### config.mk
export PLATFORM = sky130hd
export DESIGN_NAME = pps_mul
export DESIGN_NICKNAME = d
export VERILOG_FILES = /design/src/hw/rtl/pps_pkg.sv /design/src/hw/rtl/pps_mul.sv
export SDC_FILE = /design/constraint.sdc
export NUM_CORES = 2
export LEC_CHECK = 0
export BUFFER_PORTS_ARGS = -buffer_cell sky130_fd_sc_hd__buf_4
export CORE_AREA = 2 2 282 284
export CTS_BUF_LIST = sky130_fd_sc_hd__clkbuf_8
export DETAILED_ROUTE_END_ITERATION = 10
export DIE_AREA = 0 0 284 286
export GPL_TIMING_DRIVEN = 0
export PLACE_DENSITY_LB_ADDON = 0.25
export SYNTH_ARGS = -nofsm -noshare
export SYNTH_HDL_FRONTEND = slang
export SYNTH_SLANG_ARGS = --single-unit
### constraint.sdc
create_clock -name clock -period 7.3 [get_ports clock]
set_input_delay 0 -clock clock [delete_from_list [all_inputs] [get_ports clock]]
set_output_delay 0 -clock clock [all_outputs]
set_load 0.005 [all_outputs]
### src/hw/rtl/pps_pkg.sv
package pps_pkg;

   // default sizes
   localparam int COORD_WIDTH_DEF  = 24;
   localparam int CORDIC_STEPS_DEF = 16;

   // fixed field widths
   localparam int YAW_W    = 16;
   localparam int LEN_W    = 23;
   localparam int SPEED_W  = 8;
   localparam int STEER_W  = 15;
   localparam int ANG_W    = 20;
   localparam int STEP_W   = 5;
   localparam int MUL_AW   = 31;
   localparam int PROD_W   = 2 * MUL_AW;

   // angle constants, Q.16 radians (STEER_MAX in Q.13)
   localparam logic signed [ANG_W-1:0] ANG_PI      = 20'sd205887;
   localparam logic signed [ANG_W-1:0] ANG_HALF_PI = 20'sd102944;
   localparam logic signed [ANG_W-1:0] ANG_TWO_PI  = 20'sd411775;
   localparam logic signed [ANG_W:0]   STEER_MAX   = 21'sd12868;

   // register map
   localparam int CSR_IDX_W = 2;
   localparam logic [CSR_IDX_W-1:0] CSR_LOOKAHEAD = 2'd0;
   localparam logic [CSR_IDX_W-1:0] CSR_WHEELBASE = 2'd1;
   localparam logic [CSR_IDX_W-1:0] CSR_SPEED     = 2'd2;

   localparam logic [LEN_W-1:0]   LOOKAHEAD_RST = 23'd2560;
   localparam logic [LEN_W-1:0]   WHEELBASE_RST = 23'd256;
   localparam logic [SPEED_W-1:0] SPEED_RST     = 8'd15;

   // arctangent of 2^-i, Q.16 radians
   function automatic logic signed [ANG_W-1:0] atan_val(input logic [STEP_W-1:0] idx);
      logic signed [ANG_W-1:0] v;
      unique case (idx)
         5'd0:    v = 20'sd51472;
         5'd1:    v = 20'sd30385;
         5'd2:    v = 20'sd16055;
         5'd3:    v = 20'sd8150;
         5'd4:    v = 20'sd4091;
         5'd5:    v = 20'sd2047;
         5'd6:    v = 20'sd1024;
         5'd7:    v = 20'sd512;
         5'd8:    v = 20'sd256;
         5'd9:    v = 20'sd128;
         5'd10:   v = 20'sd64;
         5'd11:   v = 20'sd32;
         5'd12:   v = 20'sd16;
         5'd13:   v = 20'sd8;
         5'd14:   v = 20'sd4;
         5'd15:   v = 20'sd2;
         5'd16:   v = 20'sd1;
         default: v = 20'sd0;
      endcase
      return v;
   endfunction

endpackage

### src/hw/rtl/pps_mul.sv
module pps_mul import pps_pkg::*; (
   input  logic              clock,
   input  logic [MUL_AW-1:0] mul_a,
   input  logic [MUL_AW-1:0] mul_b,
   output logic [PROD_W-1:0] prod_ff
);

   // registered unsigned product
   always_ff @(posedge clock) begin
      prod_ff <= mul_a * mul_b;
   end

endmodule

==> run_results.csv <==
group,metric,value,unit
run_status,status,"completed",
global_routing,grt_pass1_wl,171000,microns
synthesis,netlist-cell-type-count,57,
timing,max_slew_margin,34.7,%
critical_path,arrival,7.53,ns
synthesis,synth_cells,3520,
timing,timing.fmax,0.138,GHz
finish,reg_top3,"prod_ff x62",
clock_tree,clk_pin_slew,0.09,ns
routing,wire_per_inst,24.8,microns
critical_path,worstPathMaxFanout,10,
critical_path,cp-start-kind,"input port",
finish,final_nets,4808,
clock_tree,cts_num_sinks,62,
routing,avgViaCountPerCell,5.29,
floorplan,chipWidth,284,microns
floorplan,start_util,41.5,%
global_routing,grt_pass1_vias,26200,
synthesis,yosysWarnings,0,
finish,largest_register_ffs,62,
timing,hold_viol,0,
timing,period_share,99.0,%
timing,setup_viol,0,
critical_path,end_kind,"flop",
synthesis,yosys-top-cells-count,"837 x fa_1, 768 x inv_1, 525 x and2_1",
global_routing,globalRouteTotalUtil,29.2,%
synthesis,yosysSeqAreaShare,3.81,%
placed_design,post-dp-hpwl,97400,microns
synthesis,synth_flop_cell,"dfxtp_1",
synthesis,synth_edf_count,0,
floorplan,die-area,0.0812,sq mm
synthesis,async_flop_share,0,%
synthesis,syn_area,0.0326,sq mm
synthesis,yosysTopAreaCell,"fa_1",
routing,num_vias,24900,
synthesis,ys_seq_elements,62,
finish,fin_util,45.2,%
synthesis,synth.area.top_cells,"fa_1 51%, and2_1 10%, ha_1 9.8%",
finish,drive_above_1_share,9.29,%
timing,max_slew.worst_pin.slew,0.979,ns
synthesis,synth_top_area_share,51.5,%
placed_design,place_area,0.0348,sq mm
placed_design,numPortBuffers,124,
global_routing,antenna_found_initial,12,
clock_tree,cts_root_buffer,"clkbuf_8",
synthesis,syn_area_per_cell,9.25,sq um
routing,ant_nets,0,
clock_tree,cts_made_buffers,9,
worst_hold_path,hold_path_class,"in -> reg",
placed_design,dp.cells,4694,
routing,drtIter0Drc,2152,
timing,tns,0,ns
floorplan,core.rowCount,103,
routing,wl,117000,microns
clock_tree,cts-htree-levels,3,
timing,drv_slew,0,
floorplan,ios,125,
synthesis,synth_most_common_cell,"fa_1",
timing,fin_crit,7.23,ns
finish,regMostFlops,"prod_ff",
global_routing,overflow,0,
job,drv_cap,0,
clock_tree,cts_tree,"yes",
placed_design,place_congestion,0.965,
critical_path,critPathKind,"in -> reg",
global_routing,grt_start_max_net_pins,14,
finish,finalNonFillerCells,4713,
routing,drcViolationCount,0,
floorplan,die_height,286,microns
routing,dr.pass1.iters,8,
finish,stdcell_area,0.0354,sq mm
clock_tree,ctsLongestPathBuffers,2,
finish,area_delta_synth_final,8.70,%
synthesis,synth_nets,4675,
critical_path,crit_required,7.60,ns
floorplan,core,0.0784,sq mm
==> final cells by class <==
cell class / instances / area [sq um]
tap: 1050 / 1310
antenna: 5 / 12.5
sequential: 62 / 1240
buffer: 206 / 1030
clock buffer: 9 / 124
multi-input combinational: 2477 / 27700
clock inverter: 7 / 97.6
timing repair buffer: 129 / 971
inverter: 768 / 2880
fill: 7913 / 43000
==> cells by family (layout without fill, tap and decap cells) <==
group | after synthesis | after routing | share of synthesized area (%)
AND/OR/NAND/NOR | 1114 | 1114 | 17.5
adder cells (fa/ha/maj) | 1092 | 1092 | 61.3
buffers and inverters | 981 | 1119 | 11.4
AO/OA/AOI/OAI | 210 | 210 | 4.39
flip-flops | 62 | 62 | 3.81
XOR/XNOR | 60 | 60 | 1.61
multiplexers | 1 | 1 | 0.0346
other | 0 | 5 | 0
==> placed cells by master, fill, tap and decap left out, types with 8 or more instances in the layout <==
cell type,synthesis,final
nand4_1,24,24
dfxtp_1,62,62
xnor2_1,37,37
clkbuf_2,0,116
nand3_1,12,12
buf_4,0,129
fa_1,837,836
nand2_1,482,482
clkbuf_4,0,16
nor3_1,8,8
o21ai_0,22,19
o21bai_1,13,13
ha_1,255,251
clkbuf_1,201,41
inv_1,768,768
a21oi_1,61,61
o21a_1,9,9
and2_1,525,525
nor2_1,31,30
clkbuf_8,0,9
o21ai_1,7,10
xor2_1,23,23
buf_2,12,30
a21o_1,49,49
==> stage by stage <==
stage          hold slack [ns]  worst slack [ns]
2_1_floorplan            0.127             0.798
3_3_place_gp             0.372             -1.04
4_1_cts                  0.138          -0.00968
6_report                 0.154            0.0708
5_1_grt                  0.136           -0.0146
3_5_place_dp             0.370             -1.05
==> per-layer routing <==
layer  GRT usage [%]  vias up  wire [microns]
met5               0        -              20
met4            13.5        4            6680
met3            4.37      256           11300
met2            47.9     1222           54900
met1            38.4    12900           44000
li1                -    10500               -
==> path summary, 6_finish.rpt <==
check | startpoint | endpoint | slack (ns) | depth (start not counted)
min | mul_a[0] | prod_ff[1] | 0.15 | 3
max | mul_b[30] | prod_ff[60] | 0.07 | 24
==> critical path: stages <==
cell,delay [ns]
buf_4,0.10
clkbuf_1,0.73
nand2_1,0.17
fa_1,0.43
inv_1,0.09
fa_1,0.44
fa_1,0.56
fa_1,0.47
fa_1,0.50
fa_1,0.51
fa_1,0.50
inv_1,0.05
fa_1,0.51
inv_1,0.05
ha_2,0.40
nand4_1,0.20
or4_4,0.48
nor2_4,0.18
and4_2,0.30
inv_1,0.14
o2111ai_4,0.25
a31oi_4,0.14
o21ai_2,0.14
xor2_1,0.16
==> what timing repair did <==
item / 4_1_cts / 5_1_grt
cloned: 0 / 0
hold endpoints to repair: 1 / 0
resized for setup: 139 / 116
setup endpoints to repair: 16 / 18
buffers inserted: 1 / 3
pin swaps: 1 / 4
hold buffers: 1 / 0
Power is left out: the tool's default activity adds up to more than one toggle a clock period on the data nets, which glitch-free logic cannot reach.
